==> config.mk <==
export PLATFORM = sky130hd
export DESIGN_NAME = plc_direct_address_parser
export DESIGN_NICKNAME = d
export VERILOG_FILES = /design/src/rtl/pda_pkg.sv /design/src/rtl/plc_direct_address_parser.sv /design/src/rtl/pda_char_step.sv
export SDC_FILE = /design/constraint.sdc
export NUM_CORES = 1
export LEC_CHECK = 0
export ABC_AREA = 0
export BUFFER_PORTS_ARGS = -buffer_cell sky130_fd_sc_hd__buf_2
export CORE_ASPECT_RATIO = 0.8
export CORE_MARGIN = 10
export CORE_UTILIZATION = 40
export DETAILED_ROUTE_END_ITERATION = 16
export PLACE_DENSITY_LB_ADDON = 0.05
export SETUP_SLACK_MARGIN = 0.02
export SLEW_MARGIN = 20
export SYNTH_ARGS = -nofsm -noshare
export SYNTH_HDL_FRONTEND = slang
export SYNTH_HIERARCHICAL = 1
export SYNTH_SLANG_ARGS = --single-unit
export TNS_END_PERCENT = 30
==> constraint.sdc <==
create_clock -name clk -period 4.85 [get_ports clk]
set_input_delay 0.7275 -clock clk [delete_from_list [all_inputs] [get_ports clk]]
set_output_delay 0.7275 -clock clk [all_outputs]
set_load 0.02 [all_outputs]
==> src/rtl/pda_pkg.sv <==
// pda_pkg: shared types, codes and character helpers for the direct address parser.
// No dependencies; used by pda_char_step and plc_direct_address_parser.

package pda_pkg;

    localparam int IndexWidthDefault = 64;

    // Parse phases
    localparam logic [2:0] PH_PREFIX     = 3'd0;
    localparam logic [2:0] PH_AFTER_CAT  = 3'd1;
    localparam logic [2:0] PH_AFTER_TYPE = 3'd2;
    localparam logic [2:0] PH_INDEX      = 3'd3;
    localparam logic [2:0] PH_DOT        = 3'd4;
    localparam logic [2:0] PH_BIT        = 3'd5;
    localparam logic [2:0] PH_FAIL       = 3'd6;

    // Error codes
    localparam logic [2:0] ERR_NONE     = 3'd0;
    localparam logic [2:0] ERR_FORMAT   = 3'd1;
    localparam logic [2:0] ERR_OVERFLOW = 3'd2;
    localparam logic [2:0] ERR_BIT_RANGE = 3'd3;
    localparam logic [2:0] ERR_BIT_TYPE = 3'd4;

    // Category codes
    localparam logic [1:0] CAT_I = 2'd0;
    localparam logic [1:0] CAT_Q = 2'd1;
    localparam logic [1:0] CAT_M = 2'd2;
    localparam logic [1:0] CAT_S = 2'd3;

    // Data type codes
    localparam logic [2:0] DT_X = 3'd0;
    localparam logic [2:0] DT_B = 3'd1;
    localparam logic [2:0] DT_W = 3'd2;
    localparam logic [2:0] DT_D = 3'd3;
    localparam logic [2:0] DT_L = 3'd4;
    localparam logic [2:0] DT_R = 3'd5;
    localparam logic [2:0] DT_F = 3'd6;

    localparam logic [7:0] CHAR_PERCENT = 8'h25;
    localparam logic [7:0] CHAR_DOT     = 8'h2E;
    localparam logic [7:0] CHAR_ZERO    = 8'h30;
    localparam logic [7:0] CHAR_NINE    = 8'h39;
    localparam logic [7:0] CHAR_LOWER_A = 8'h61;
    localparam logic [7:0] CHAR_LOWER_Z = 8'h7A;
    localparam logic [7:0] CASE_OFFSET  = 8'h20;

    localparam logic [1:0] PERCENT_MAX = 2'd2;
    localparam logic [6:0] BIT_POS_MAX = 7'd63;
    localparam logic [6:0] BIT_POS_SAT = 7'd64;

    typedef struct packed {
        logic [2:0] phase;
        logic [1:0] pct;
        logic [1:0] cat;
        logic [2:0] dtype;
        logic [6:0] bit_acc;
        logic       ovf;
    } pda_state_t;

    localparam pda_state_t STATE_RESET = '{
        phase:   PH_PREFIX,
        pct:     2'd0,
        cat:     CAT_I,
        dtype:   DT_X,
        bit_acc: 7'd0,
        ovf:     1'b0
    };

    function automatic logic [7:0] to_upper(input logic [7:0] c);
        logic [7:0] u;
        begin
            if (c >= CHAR_LOWER_A && c <= CHAR_LOWER_Z)
                u = c - CASE_OFFSET;
            else
                u = c;
            return u;
        end
    endfunction

    // {hit, code}
    function automatic logic [2:0] cat_lookup(input logic [7:0] u);
        logic [2:0] r;
        begin
            case (u)
                8'h49:   r = {1'b1, CAT_I}; // I
                8'h51:   r = {1'b1, CAT_Q}; // Q
                8'h4D:   r = {1'b1, CAT_M}; // M
                8'h53:   r = {1'b1, CAT_S}; // S
                default: r = 3'd0;
            endcase
            return r;
        end
    endfunction

    // {hit, code}
    function automatic logic [3:0] type_lookup(input logic [7:0] u);
        logic [3:0] r;
        begin
            case (u)
                8'h58:   r = {1'b1, DT_X}; // X
                8'h42:   r = {1'b1, DT_B}; // B
                8'h57:   r = {1'b1, DT_W}; // W
                8'h44:   r = {1'b1, DT_D}; // D
                8'h4C:   r = {1'b1, DT_L}; // L
                8'h52:   r = {1'b1, DT_R}; // R
                8'h46:   r = {1'b1, DT_F}; // F
                default: r = 4'd0;
            endcase
            return r;
        end
    endfunction

endpackage

==> src/rtl/plc_direct_address_parser.sv <==
// plc_direct_address_parser: top level of the controller direct address parser.
// Depends on pda_pkg and pda_char_step.

// Channel   Direction  Handshake            Payload
// -------   ---------  -------------------  -------------------------------------------
// input     in         in_valid / in_stall  char_code[7:0], final_char
// result    out        out_valid/out_stall  ok, error_code, category, data_type,
//                                           index_value[63:0], has_bit, bit_position
//
// One character per cycle while in_stall is low. Each character's parse step
// (category/type decode and the times-ten-plus-digit shift-add on the index) runs
// between the parse state registers and the result register, so the result appears
// in the cycle after its last character is taken.
// Reset (rst_n low, asynchronous) returns the parser to the prefix phase and empties
// the result register. in_stall rises only while a result is held and out_stall is
// high; a transaction is taken in the same cycle the held result leaves.

module plc_direct_address_parser #(
    parameter int INDEX_WIDTH = pda_pkg::IndexWidthDefault
) (
    input  logic        clk,
    input  logic        rst_n,
    // input channel
    input  logic        in_valid,
    output logic        in_stall,
    input  logic [7:0]  char_code,
    input  logic        final_char,
    // result channel
    output logic        out_valid,
    input  logic        out_stall,
    output logic        ok,
    output logic [2:0]  error_code,
    output logic [1:0]  category,
    output logic [2:0]  data_type,
    output logic [63:0] index_value,
    output logic        has_bit,
    output logic [5:0]  bit_position
);

    pda_pkg::pda_state_t    state_reg;
    pda_pkg::pda_state_t    state_next;
    pda_pkg::pda_state_t    step_state;
    logic [INDEX_WIDTH-1:0] idx_reg;
    logic [INDEX_WIDTH-1:0] idx_next;
    logic [INDEX_WIDTH-1:0] step_idx;

    logic                   out_valid_reg;
    logic                   out_valid_next;
    logic                   ok_reg;
    logic [2:0]             error_code_reg;
    logic [1:0]             category_reg;
    logic [2:0]             data_type_reg;
    logic [63:0]            index_value_reg;
    logic                   has_bit_reg;
    logic [5:0]             bit_position_reg;

    logic                   accept;
    logic                   emit;
    logic                   res_has_bit;
    logic [2:0]             res_err;

    // held result that cannot leave blocks the next transaction
    assign in_stall = out_valid_reg && out_stall;
    assign accept   = in_valid && !in_stall;
    assign emit     = accept && final_char;

    pda_char_step #(
        .INDEX_WIDTH (INDEX_WIDTH)
    ) u_step (
        .cur       (state_reg),
        .cur_idx   (idx_reg),
        .char_code (char_code),
        .nxt       (step_state),
        .nxt_idx   (step_idx)
    );

    // end-of-string checks, format first, then overflow, bit range, bit on non-bit type
    always_comb
    begin
        res_has_bit = (step_state.phase == pda_pkg::PH_BIT);
        if (step_state.phase == pda_pkg::PH_PREFIX || step_state.phase == pda_pkg::PH_DOT ||
            step_state.phase == pda_pkg::PH_FAIL)
            res_err = pda_pkg::ERR_FORMAT;
        else if (step_state.ovf)
            res_err = pda_pkg::ERR_OVERFLOW;
        else if (res_has_bit && (step_state.bit_acc > pda_pkg::BIT_POS_MAX))
            res_err = pda_pkg::ERR_BIT_RANGE;
        else if (res_has_bit && (step_state.dtype != pda_pkg::DT_X))
            res_err = pda_pkg::ERR_BIT_TYPE;
        else
            res_err = pda_pkg::ERR_NONE;
    end

    always_comb
    begin
        state_next = state_reg;
        idx_next   = idx_reg;
        if (accept)
        begin
            if (final_char)
            begin
                state_next = pda_pkg::STATE_RESET;
                idx_next   = '0;
            end
            else
            begin
                state_next = step_state;
                idx_next   = step_idx;
            end
        end

        out_valid_next = out_valid_reg;
        if (emit)
            out_valid_next = 1'b1;
        else if (!out_stall)
            out_valid_next = 1'b0;
    end

    always_ff @(posedge clk or negedge rst_n)
    begin
        if (!rst_n)
        begin
            state_reg     <= pda_pkg::STATE_RESET;
            idx_reg       <= '0;
            out_valid_reg <= 1'b0;
        end
        else
        begin
            state_reg     <= state_next;
            idx_reg       <= idx_next;
            out_valid_reg <= out_valid_next;
        end
    end

    // result payload; fields other than the error code read zero on a failed parse
    always_ff @(posedge clk)
    begin
        if (emit)
        begin
            error_code_reg <= res_err;
            if (res_err == pda_pkg::ERR_NONE)
            begin
                ok_reg           <= 1'b1;
                category_reg     <= step_state.cat;
                data_type_reg    <= step_state.dtype;
                index_value_reg  <= 64'(step_idx);
                has_bit_reg      <= res_has_bit;
                bit_position_reg <= res_has_bit ? step_state.bit_acc[5:0] : 6'd0;
            end
            else
            begin
                ok_reg           <= 1'b0;
                category_reg     <= 2'd0;
                data_type_reg    <= 3'd0;
                index_value_reg  <= 64'd0;
                has_bit_reg      <= 1'b0;
                bit_position_reg <= 6'd0;
            end
        end
    end

    assign out_valid    = out_valid_reg;
    assign ok           = ok_reg;
    assign error_code   = error_code_reg;
    assign category     = category_reg;
    assign data_type    = data_type_reg;
    assign index_value  = index_value_reg;
    assign has_bit      = has_bit_reg;
    assign bit_position = bit_position_reg;

endmodule

==> src/rtl/pda_char_step.sv <==
// pda_char_step: next parse state for one address character.
// Depends on pda_pkg.

module pda_char_step #(
    parameter int INDEX_WIDTH = pda_pkg::IndexWidthDefault
) (
    input  pda_pkg::pda_state_t     cur,
    input  logic [INDEX_WIDTH-1:0]  cur_idx,
    input  logic [7:0]              char_code,
    output pda_pkg::pda_state_t     nxt,
    output logic [INDEX_WIDTH-1:0]  nxt_idx
);

    logic [7:0]             upper;
    logic                   is_digit;
    logic [3:0]             digit;
    logic [2:0]             cat_hit;
    logic [3:0]             type_hit;
    logic [INDEX_WIDTH+3:0] idx_wide;
    logic [INDEX_WIDTH+3:0] idx_prod;
    logic                   idx_over;
    logic [9:0]             bit_wide;
    logic [9:0]             bit_prod;
    logic                   take_index;
    logic                   take_bit;

    always_comb
    begin
        upper    = pda_pkg::to_upper(char_code);
        is_digit = (char_code >= pda_pkg::CHAR_ZERO) && (char_code <= pda_pkg::CHAR_NINE);
        digit    = char_code[3:0];
        cat_hit  = pda_pkg::cat_lookup(upper);
        type_hit = pda_pkg::type_lookup(upper);

        // acc * 10 + d by shift-add; overflow when anything lands above the index width
        idx_wide = {4'd0, cur_idx};
        idx_prod = (idx_wide << 3) + (idx_wide << 1) + {{INDEX_WIDTH{1'b0}}, digit};
        idx_over = |idx_prod[INDEX_WIDTH+3:INDEX_WIDTH];

        bit_wide = {4'd0, cur.bit_acc[5:0]};
        bit_prod = (bit_wide << 3) + (bit_wide << 1) + {6'd0, digit};
    end

    always_comb
    begin
        nxt        = cur;
        take_index = 1'b0;
        take_bit   = 1'b0;
        case (cur.phase)
            pda_pkg::PH_PREFIX:
            begin
                if (char_code == pda_pkg::CHAR_PERCENT)
                begin
                    if (cur.pct < pda_pkg::PERCENT_MAX)
                        nxt.pct = cur.pct + 2'd1;
                    else
                        nxt.phase = pda_pkg::PH_FAIL;
                end
                else if (cat_hit[2])
                begin
                    nxt.cat   = cat_hit[1:0];
                    nxt.phase = pda_pkg::PH_AFTER_CAT;
                end
                else
                    nxt.phase = pda_pkg::PH_FAIL;
            end
            pda_pkg::PH_AFTER_CAT:
            begin
                if (type_hit[3])
                begin
                    nxt.dtype = type_hit[2:0];
                    nxt.phase = pda_pkg::PH_AFTER_TYPE;
                end
                else if (is_digit)
                begin
                    take_index = 1'b1;
                    nxt.phase  = pda_pkg::PH_INDEX;
                end
                else
                    nxt.phase = pda_pkg::PH_FAIL;
            end
            pda_pkg::PH_AFTER_TYPE:
            begin
                if (is_digit)
                begin
                    take_index = 1'b1;
                    nxt.phase  = pda_pkg::PH_INDEX;
                end
                else
                    nxt.phase = pda_pkg::PH_FAIL;
            end
            pda_pkg::PH_INDEX:
            begin
                if (is_digit)
                    take_index = 1'b1;
                else if (char_code == pda_pkg::CHAR_DOT)
                    nxt.phase = pda_pkg::PH_DOT;
                else
                    nxt.phase = pda_pkg::PH_FAIL;
            end
            pda_pkg::PH_DOT, pda_pkg::PH_BIT:
            begin
                if (is_digit)
                begin
                    take_bit  = 1'b1;
                    nxt.phase = pda_pkg::PH_BIT;
                end
                else
                    nxt.phase = pda_pkg::PH_FAIL;
            end
            default:
                nxt.phase = pda_pkg::PH_FAIL;
        endcase

        // index accumulator freezes once overflow is flagged
        nxt_idx = cur_idx;
        if (take_index && !cur.ovf)
        begin
            if (idx_over)
                nxt.ovf = 1'b1;
            else
                nxt_idx = idx_prod[INDEX_WIDTH-1:0];
        end

        // bit position saturates at 64
        if (take_bit && (cur.bit_acc <= pda_pkg::BIT_POS_MAX))
        begin
            if (bit_prod > 10'd63)
                nxt.bit_acc = pda_pkg::BIT_POS_SAT;
            else
                nxt.bit_acc = bit_prod[6:0];
        end
    end

endmodule
# --- After elaboration in Yosys (flattened, before gate mapping) ---
# Cells that the tools add are included.
totals:
  out_inout_bits: 82
  ff_bits: 163
  wordCells: 114
op_classes:
  n_eq_ne: 22
  n_reduce_logical: 25
  add_sub_neg: 6
  n_lt_le_gt_ge: 8
  n_mux: 38
ops:
  columns: ["cell", "count"]
  rows:
  - ["64-bit two-way mux", 3]
  - ["8-bit by 7-bit equality test with 1-bit output (second input constant)", 11]
  - ["67-bit by 65-bit adder with 68-bit output", 1]
  - ["68-bit by 4-bit adder with 68-bit output", 1]
  - ["3-bit two-way mux", 12]
  - ["4-bit case mux with 7 select lines", 1]
  - ["18-bit two-way mux", 1]
  - ["8-bit by 6-bit equality test with 1-bit output (second input constant)", 2]
  - ["3-bit equality test (second input constant)", 5]
  - ["3-bit case mux with 5 select lines", 1]
  - ["7-bit two-way mux", 2]
  - ["2-bit two-way mux", 6]
  - ["3-bit case mux with 4 select lines", 1]
  - ["10-bit by 4-bit adder with 10-bit output", 1]
  - ["9-bit by 7-bit adder with 10-bit output", 1]
  - ["10-bit by 6-bit greater-than comparator with 1-bit output (second input constant)", 1]
  - ["1-bit logical AND", 9]
  - ["3-bit zero test", 3]
  - ["8-bit by 6-bit >= comparator with 1-bit output (second input constant)", 1]
  - ["8-bit by 7-bit >= comparator with 1-bit output (second input constant)", 1]
  - ["8-bit by 6-bit <= comparator with 1-bit output (second input constant)", 1]
  - ["8-bit by 7-bit <= comparator with 1-bit output (second input constant)", 1]
  - ["1-bit two-way mux", 8]
  - ["8-bit two-way mux", 1]
  - ["other kinds (18)", 24]

# --- Longest topological paths before layout ---
# Gate-level depths: netlist (run 1).
depth:
  ltp_word: 16
  depth_mapped: 19
  ltp_nobuf: 17

# --- By module ---
# The synthesis (run 1) kept the hierarchy.
by_module_without_submodules:
  columns: ["mod", "area_per_inst_um2", "cells_each", "seq_area_each_um2", "instances"]
  rows:
  - ["pda_char_step", 6646.4, 843, 0.0, 1]
  - ["plc_direct_address_parser", 6316.1, 547, 4479.3, 1]

# --- Worst setup path before layout (run 1) ---
# Ideal clock, no wire load.
synth_timing:
  path_kind: "input to register"
  start: "in in_valid"
  end: "reg bit_position_reg[0], in the netlist bit_position[0] (enable)"
  t_arrival_ns: 4.651
  path_stages: 4
  required_time_ns: 4.331
  path_slack_ns: -0.320
  setup_time_ns: 0.519
  cell_sequence: "a21bo_2 buf_2 clkbuf_1 nor2_1"
synth_via:
  elab_chain_len: 2
synth_rtl:
  columns: ["item", "line_no", "source"]
  rows:
  - ["from (decl)", "plc_direct_address_parser.sv:24", "input logic in_valid,"]
  - ["1-bit logical AND", "plc_direct_address_parser.sv:64", "assign accept = in_valid && !in_stall;"]
  - ["1-bit logical AND", "plc_direct_address_parser.sv:65", "assign emit = accept && final_char;"]
  - ["named net emit", "plc_direct_address_parser.sv:58", "logic emit;"]
  - ["to (signal assigned)", "plc_direct_address_parser.sv:148", "bit_position_reg <= res_has_bit ? step_state.bit_acc[5:0] : 6'd0;"]
  - ["to (decl)", "plc_direct_address_parser.sv:55", "logic [5:0] bit_position_reg;"]
# The timed path passes the listed nets, and every way through them passes these cells.
# A chain may end at the register's enable or synchronous reset.

# --- Final worst setup path (run 1) ---
layout_timing:
  start: "in char_code[3]"
  end: "reg index_value_reg[46], in the netlist index_value[46], data pin"
layout_via:
  word_cells_on_any_way: 64
layout_rtl:
  columns: ["item", "line_no", "source"]
  rows:
  - ["from (decl)", "plc_direct_address_parser.sv:26", "input logic [7:0] char_code,"]
  - ["8-bit by 7-bit >= comparator with 1-bit output or 8-bit by 7-bit <= comparator with 1-bit output (tied branches)", "pda_pkg.sv:72", "if (c >= CHAR_LOWER_A && c <= CHAR_LOWER_Z)"]
  - ["1-bit logical AND", "pda_pkg.sv:72", null]
  - ["8-bit two-way mux", "pda_pkg.sv:72", null]
  - ["8-bit by 7-bit equality test with 1-bit output", "pda_pkg.sv:99", "case (u)"]
  - ["4-bit case mux with 7 select lines", "pda_pkg.sv:99", null]
  - ["1-bit two-way mux", "pda_char_step.sv:69", "if (type_hit[3])"]
  - ["1-bit case mux with 2 select lines", "pda_char_step.sv:49", "case (cur.phase)"]
  - ["1-bit logical AND", "pda_char_step.sv:117", "if (take_index && !cur.ovf)"]
  - ["64-bit two-way mux (*)", "pda_char_step.sv:117", null]
  - ["named net step_idx[46]", "plc_direct_address_parser.sv:45", "logic [INDEX_WIDTH-1:0] step_idx;"]
  - ["to (signal assigned)", "plc_direct_address_parser.sv:146", "index_value_reg <= 64'(step_idx);"]
  - ["to (decl)", "plc_direct_address_parser.sv:53", "logic [63:0] index_value_reg;"]
# The timed path passes the listed nets; every way through them passes the cells marked *.

==> impl_metrics.ini, run 1 <==
[status]
status = completed

[final_layout]
final_nets = 1637
design_area_um2 = 14700
fill_cells = 3072
antenna_cells = 0
drive_above_1_share = 0.184
area_delta_synth_final_pct = 13.1
final_util = 0.462

[logic_synthesis]
muxShareOfSynthArea = 0.0726
synthSimpleGateAreaFrac = 0.175
synthAdderAreaFrac = 0.142
seq_area_frac_synth = 0.346
ys_warn_count = 6
syn-num-nets = 1548
yosys.area.top_type_share = 0.185
synth_compound_area_frac = 0.179
syn_area_um2 = 13000
synthFlopType = dfrtp_1
synth_top_area_cell = edfxtp_1
synth_edf_count = 80
synth-async-reset-ratio = 0.509
synth_top_family_by_area = compound AO/OA/AOI/OAI gates
synth_area_leaders = edfxtp_1 (19%), dfrtp_1 (16%), ha_1 (14%), nand2_1 (7.2%), mux2_4 (6.8%)
synth_xor_xnor_area_share = 0.0432
syn_area_per_cell_um2 = 9.33
syn_inst = 1390
ys_ff_latch = 163
ys_types = 86

[timing]
finalMaxSlewViolations = 0
period_share = 0.927
fin_crit_ns = 4.49
hold_viol = 0
finalSetupTns_ns = 0
finClkSkew_ns = 0.0123
setup_viol = 0
fmaxAchievable_mhz = 222
slew-limit-headroom = 0.389
tightest_slew_ns = 0.917
rsz0062_at_grt = false

[clock_network]
insertion_delay_ns = 0.45
cts_tree = built
cts-buffers-inserted = 17
cts.sinks = 163
clockRootBuffer = clkbuf_16
clkTransAtPathRegs_ns = 0.08
cts_resized = 0
cts_hold_buf = 0
cts_max_level = 4
clockBufferDepth = 2
postCtsSetupBuffers = 0

[grt]
grt_pass1_vias = 10300
track_usage = 0.177
antenna_found_initial = 0
grt_max_degree = 69
grt_pass1_wl_um = 58300
grt.overflow.total = 0

[die]
die_w_um = 221
io_pins = 95
row_count = 58
core_area_um2 = 31700
start_util = 0.409
die_area_um2 = 40100
die-height_um = 181

[power]
power_density_nw_per_um2 = 224
ir_worst_vdd_mv = 0.219
leakage_uw = 0.00712

[setup_path]
cp.arrival_ns = 4.69
r2r_end = index_value[46]$_SDFFCE_PP0P_
crit_type = in2reg
critPathBufInv = 5
required_ns = 5.05
rr_worst_depth = 17
cpMaxStageDelayCell = fa_1
start_kind = input pin
crit_chain = buf_2 > inv_1 > fa_1 > inv_1 > fa_1 > a211oi_1 > o21ai_2 > o22ai_2 > a41oi_2 > a31oi_4 > o31ai_4 > a21oi_2 > mux2i_1 > nor4b_4 > buf_4 > buf_12 > mux2_4 > and3_1
rr_startpoint = idx_reg[0]$_DFFE_PN0P_
ff2ff_setup_slack_ns = 0.38
slowest_delay_ns = 0.53
crit_fanout = 10
end_kind = flop
crit_family = compound AO/OA/AOI/OAI gates

[detailed_routing]
vias = 10500
avgRoutedWirePerCell_um = 18.7
detail_route.vias_per_cell = 5.47
routed_wl_um = 35800
ant_nets = 0
drc = 0
dr.pass1.iters = 5
first_iter_violations = 714

[placement]
portBuffers = 94
routabilityCongestion = 0.872
placed_area_um2 = 14000
dp_hpwl_um = 27100

[job]
cap_viol_max_count = 0

[worst_hold_path]
hold_class = in2async
==> layout by cell type (no fill, tap or decap), types with 4 or more instances in the layout <==
| master | count |
|---|---|
| xor2_1 | 28 |
| mux2_2 | 4 |
| o21ai_1 | 5 |
| nand2_1 | 248 |
| inv_1 | 33 |
| buf_4 | 43 |
| clkbuf_16 | 17 |
| fa_1 | 4 |
| and2_1 | 16 |
| o211ai_1 | 8 |
| and3_2 | 9 |
| a22o_1 | 6 |
| and3_1 | 65 |
| inv_6 | 5 |
| nand3_1 | 12 |
| nor2b_1 | 5 |
| a211oi_1 | 7 |
| buf_12 | 7 |
| o21bai_1 | 11 |
| edfxtp_1 | 80 |
| a31oi_1 | 8 |
| dfrtp_1 | 83 |
| buf_2 | 93 |
| a21o_1 | 28 |
| nor2_1 | 57 |
| o21a_1 | 8 |
| a21oi_1 | 89 |
| or3_1 | 6 |
| nand4_1 | 19 |
| nor3_1 | 16 |
| xnor2_1 | 36 |
| o31ai_1 | 6 |
| mux2_4 | 59 |
| ha_1 | 141 |
| o21ai_0 | 137 |
| a221oi_1 | 4 |
| nand2b_1 | 5 |
==> logic make-up after synthesis <==
logic type,Yosys count
and+or+nand+nor,481
AOI/OAI and AO/OA,366
DFF,163
adders and majority gates,145
buffers and inverters,107
xor gates and xnor gates,64
muxes,64
==> final cells by class <==
| class | instances | area [um^2] | share of cell area |
|---|---|---|---|
| Clock inverter | 14 | 191 | 0.0131 |
| Clock buffer | 18 | 429 | 0.0293 |
| Multi-Input combinational cell | 1120 | 7990 | 0.544 |
| Timing Repair Buffer | 143 | 928 | 0.0633 |
| Inverter | 34 | 128 | 0.00870 |
| Tap cell | 420 | 526 | 0.0358 |
| Sequential cell | 163 | 4480 | 0.305 |
==> cells in the mapped netlist (all sizes together) (12+ instances only) <==
master	instances
o21ai	145
inv	34
mux2	63
nand4	19
dfrtp	83
a21oi	90
edfxtp	80
ha	141
a21o	29
clkbuf	54
nor3	16
nand2	248
buf	19
nor2	58
xnor2	36
nand3	12
and2	17
and3	74
xor2	28
==> worst register-to-register path, delay by kind of cell, from the launching register on <==
kind            cells  cell delay [ns]
simple gates        2             0.52
buf+inv             4             0.56
mux                 2             0.45
compound gates      7             1.35
fa+ha+maj           2             0.94
flops               1             0.40
==> where the power goes <==
group / total, uW / switching, uW / internal (uW)
Clock: 1480 / 647 / 830
Combinational: 320 / 243 / 77.3
Sequential: 1490 / 15.3 / 1480
Total: 3290 / 905 / 2380
==> metal layers <==
metal  wire (um)  GRT usage
met4         400     0.0405
met2       15700      0.274
met1       18400      0.251
met3        1230     0.0294
met5           0          0
==> metrics by stage <==
step,cells,hold slack (ns),total power (uW),worst slack (ns)
after floorplan,1390,0.432,1720,-0.112
after global placement,1880,0.468,1850,-0.171
after detailed placement,1880,0.480,1850,-0.120
after CTS,1912,0.430,3340,0.338
after global routing,1912,0.463,3420,0.0548
final,1912,0.409,3290,0.355
==> worst max path at each step <==
stage	from	endpoint	slack (ns)	cells past startpoint
detailed placement	char_code[3]	category[0]$_SDFFCE_PP0P_	-0.12	19
CTS	char_code[3]	category[0]$_SDFFCE_PP0P_	0.34	19
global placement	char_code[3]	category[0]$_SDFFCE_PP0P_	-0.17	19
floorplan	char_code[3]	index_value[46]$_SDFFCE_PP0P_	-0.11	19
global route	idx_reg[0]$_DFFE_PN0P_	bit_position[1]$_SDFFCE_PN0P_	0.05	19
finish	char_code[3]	index_value[46]$_SDFFCE_PP0P_	0.36	18
(Power assumes the default switching activity.)
==> inputs of run 2 (changes only) <==
clock period = 5.2 ns   (was 4.85 ns; I/O delays follow)
==> impl_metrics.ini, run 2 (synthesis results as in run 1) <==
[status]
status = completed

[placement]
routabilityCongestion = 0.891
dp_cells = 1858
dp_hpwl_um = 26300
portBuffers = 94
placed_area_um2 = 13800

[clock_network]
cts_tree = built
cts.sinks = 163
clockBufferDepth = 2
cts_hold_buf = 0
insertion_delay_ns = 0.46
postCtsSetupBuffers = 0
cts_max_level = 4
cts_resized = 0
clkTransAtPathRegs_ns = 0.07
cts-buffers-inserted = 17
clockRootBuffer = clkbuf_16

[final_layout]
fill_cells = 3083
design_area_um2 = 14400
final_nets = 1616
antenna_cells = 0
drive_above_1_share = 0.172
fin_cells = 1891
layout_commonest_cell = nand2_1
final_cell_mix = nand2_1 (248), ha_1 (141), o21ai_0 (137), buf_2 (93), a21oi_1 (89)
area_delta_synth_final_pct = 11.3

[grt]
grt_pass1_wl_um = 57500
antenna_found_initial = 1
grt_pass1_vias = 10200
grt_max_degree = 100
track_usage = 0.174
grt.overflow.total = 0

[timing]
period_share = 0.883
finalMaxSlewViolations = 0
hold_viol = 0
setup_viol = 0
slew-limit-headroom = 0.383
hold_ws_ns = 0.422
fin_crit_ns = 4.59
tightest_slew_ns = 0.926
rsz0062_at_grt = false
finClkSkew_ns = 0.0175
finalSetupTns_ns = 0
fmaxAchievable_mhz = 218

[detailed_routing]
met1_length_um = 18200
vias = 10200
wl_met2_um = 15200
routed_wl_um = 35100
dr.pass1.iters = 5
top_layer = met4
avgRoutedWirePerCell_um = 18.6
detail_route.vias_per_cell = 5.42
met3_length_um = 1300
ant_nets = 0
drc = 0
first_iter_violations = 650

[setup_path]
r2r_end = index_value[44]$_SDFFCE_PP0P_
crit_type = in2reg
slowest_delay_ns = 0.53
cp.arrival_ns = 4.80
rr_startpoint = idx_reg[0]$_DFFE_PN0P_
ff2ff_setup_slack_ns = 0.65
crit_chain = buf_2 > inv_1 > fa_1 > inv_1 > fa_1 > a211oi_1 > o21ai_2 > o22ai_2 > a41oi_2 > a31oi_4 > o31ai_4 > a21oi_2 > mux2i_1 > nor4b_4 > buf_4 > mux2_4 > and3_1
required_ns = 5.40
cpMaxStageDelayCell = fa_1
crit_fanout = 24
rr_worst_depth = 16
start_kind = input pin
end_kind = flop

[die]
start_util = 0.409
core_area_um2 = 31700
die_area_um2 = 40100
io_pins = 95
row_count = 58
die_w_um = 221
die-height_um = 181

[worst_hold_path]
hold_class = in2async

[power]
ir_worst_vdd_mv = 0.204
leakage_uw = 0.00698
power_density_nw_per_um2 = 203

[job]
cap_viol_max_count = 0
-- run 2: cell types whose count changed in the layout (fill, tap and decap cells not counted) --
cell        before  now
clkinv_4         1    2
clkinvlp_4       2    4
buf_12           7    4
inv_6            5    3
buf_4           43   24
inv_8            3    1
bufinv_16        3    1
buf_16           0    1
clkinv_2         0    3
-- run 2: area by class of cell --
| type | count | area (um^2) | share of cell area |
|---|---|---|---|
| Clock buffer | 18 | 429 | 0.0297 |
| Clock inverter | 14 | 130 | 0.00902 |
| Inverter | 34 | 128 | 0.00884 |
| Multi-Input combinational cell | 1120 | 7990 | 0.553 |
| Sequential cell | 163 | 4480 | 0.310 |
| Tap cell | 420 | 526 | 0.0364 |
| Timing Repair Buffer | 122 | 753 | 0.0522 |
-- run 2: worst max-delay path, delay by kind of cell --
family,cells,cell delay [ns]
multiplexers,2,0.47
adder cells (fa/ha/maj),2,1.01
buffers and inverters,4,0.70
AO/OA/AOI/OAI,7,1.34
AND/OR/NAND/NOR,2,0.44
-- run 2: per-stage QoR --
stage | setup slack [ns] | util | total power, uW
after floorplan | 0.186 | - | 1610
after global placement | 0.190 | 0.437 | 1710
after detailed placement | 0.134 | 0.437 | 1710
after CTS | 0.610 | 0.454 | 2970
after global routing | 0.289 | 0.455 | 3050
final | 0.607 | 0.455 | 2930
-- run 2: worst max path at each step --
stage | start | to | slack, ns | depth (start not counted)
final | char_code[3] | index_value[44]$_SDFFCE_PP0P_ | 0.61 | 17
after global routing | char_code[3] | bit_position[1]$_SDFFCE_PN0P_ | 0.29 | 18
after CTS | char_code[3] | index_value[42]$_SDFFCE_PP0P_ | 0.61 | 16
after detailed placement | char_code[3] | index_value[42]$_SDFFCE_PP0P_ | 0.13 | 16
after global placement | char_code[3] | index_value[25]$_SDFFCE_PP0P_ | 0.19 | 17
after floorplan | char_code[3] | index_value[46]$_SDFFCE_PP0P_ | 0.19 | 19
-- run 2: routing by layer --
| layer | vias up | track usage |
|---|---|---|
| met2 | 169 | 0.264 |
| li1 | 5188 | - |
| met1 | 4872 | 0.250 |
| met5 | - | 0 |
| met3 | 19 | 0.0303 |
| met4 | 0 | 0.0427 |
-- run 2: where the power goes --
group | internal (uW) | switching, uW | total [uW]
Sequential | 1380 | 13.6 | 1390
Combinational | 69.1 | 227 | 296
Clock | 664 | 580 | 1240
==> inputs of run 3 (changes only) <==
CORE_UTILIZATION = 46   (was 40)
==> impl_metrics.ini, run 3 (synthesis results as in run 1) <==
[status]
status = completed

[final_layout]
drive_above_1_share = 0.175
design_area_um2 = 14400
antenna_cells = 0
layout_commonest_cell = nand2_1
final_cell_mix = nand2_1 (248), ha_1 (141), o21ai_0 (137), buf_2 (93), a21oi_1 (89)
final_nets = 1621
area_delta_synth_final_pct = 11.5
fin_cells = 1840

[timing]
period_share = 0.900
tightest_slew_ns = 1.00
finalMaxSlewViolations = 0
fin_crit_ns = 4.68
finalSetupTns_ns = 0
setup_viol = 0
rsz0062_at_grt = false
setup_ws_ns = 0.519
fmaxAchievable_mhz = 214
hold_viol = 0
slew-limit-headroom = 0.331
finClkSkew_ns = 0.0111

[placement]
place_ws_ns = 0.0437
dp_hpwl_um = 25500
portBuffers = 94
routabilityCongestion = 0.909
placed_area_um2 = 13900
dp_cells = 1808

[die]
die_w_um = 208
core_area_um2 = 27500
row_count = 54
io_pins = 95
die_area_um2 = 35300
die-height_um = 170
start_util = 0.471

[detailed_routing]
avgRoutedWirePerCell_um = 18.7
drc = 0
detail_route.vias_per_cell = 5.66
vias = 10400
dr.pass1.iters = 5
routed_wl_um = 34400
first_iter_violations = 708
ant_nets = 0

[grt]
grt_pass1_vias = 10200
grt_max_degree = 101
track_usage = 0.195
grt_pass1_wl_um = 56500
antenna_found_initial = 0
grt.overflow.total = 0

[setup_path]
crit_type = in2reg
start_kind = input pin
startpoint = char_code[3]
rr_startpoint = idx_reg[0]$_DFFE_PN0P_
cp.arrival_ns = 4.87
ff2ff_setup_slack_ns = 0.63
end_kind = flop
rr_worst_depth = 17
crit_fanout = 30
r2r_end = index_value[46]$_SDFFCE_PP0P_
required_ns = 5.39

[clock_network]
cts_max_level = 4
cts_resized = 0
clockBufferDepth = 2
cts-buffers-inserted = 17
clockRootBuffer = clkbuf_16
clkTransAtPathRegs_ns = 0.07
cts_hold_buf = 0
cts_tree = built
cts.sinks = 163
insertion_delay_ns = 0.44
postCtsSetupBuffers = 0

[worst_hold_path]
hold_class = in2async

[power]
ir_worst_vdd_mv = 0.270
leakage_uw = 0.00703
power_density_nw_per_um2 = 208

[job]
cap_viol_max_count = 0
[run 3: metal layers]
| metal | vias up | routed length [um] | track usage |
|---|---|---|---|
| li1 | 5208 | - | - |
| met1 | 4986 | 17800 | 0.284 |
| met4 | 0 | 304 | 0.0421 |
| met3 | 19 | 1450 | 0.0315 |
| met2 | 206 | 14900 | 0.296 |
| met5 | - | 0 | 0 |
[run 3: how the worst max path moves through the flow]
stage,to,slack [ns]
floorplan,index_value[46]$_SDFFCE_PP0P_,0.19
global placement,index_value[44]$_SDFFCE_PP0P_,0.12
detailed placement,index_value[46]$_SDFFCE_PP0P_,0.04
CTS,index_value[46]$_SDFFCE_PP0P_,0.51
global route,bit_position[3]$_SDFFCE_PN0P_,0.24
finish,index_value[46]$_SDFFCE_PP0P_,0.52
[run 3: area by class of cell]
| class | instances | area [um^2] |
|---|---|---|
| multi-input cells | 1120 | 7990 |
| well taps | 364 | 455 |
| clock buffers | 19 | 443 |
| fillers | 2522 | 13100 |
| repair buffers | 127 | 807 |
| flip-flops and latches | 163 | 4480 |
| inverters | 34 | 128 |
| clock inverters | 13 | 150 |
[run 3: where the power goes]
group	internal, uW	switching (uW)	total, uW
clock network	730	573	1300
logic	79.8	228	308
registers	1380	13.8	1390
[run 3: through the flow]
| step | util | total power [uW] | hold WS [ns] |
|---|---|---|---|
| 2_1_floorplan | - | 1610 | 0.450 |
| 3_3_place_gp | 0.502 | 1710 | 0.474 |
| 3_5_place_dp | 0.504 | 1730 | 0.478 |
| 4_1_cts | 0.525 | 3040 | 0.327 |
| 5_1_grt | 0.525 | 3120 | 0.349 |
| 6_report | 0.525 | 3000 | 0.328 |
[run 3: worst max-delay path, stage by stage]
cell,delay [ns]
buf_2,0.12
inv_1,0.07
fa_1,0.53
inv_1,0.07
fa_1,0.47
a211oi_1,0.27
o21ai_2,0.14
o22ai_2,0.19
a41oi_2,0.23
a31oi_4,0.28
o31ai_4,0.12
a21oi_2,0.15
mux2i_1,0.15
nor4b_4,0.34
buf_12,0.18
buf_12,0.26
mux2_4,0.34
and3_1,0.15
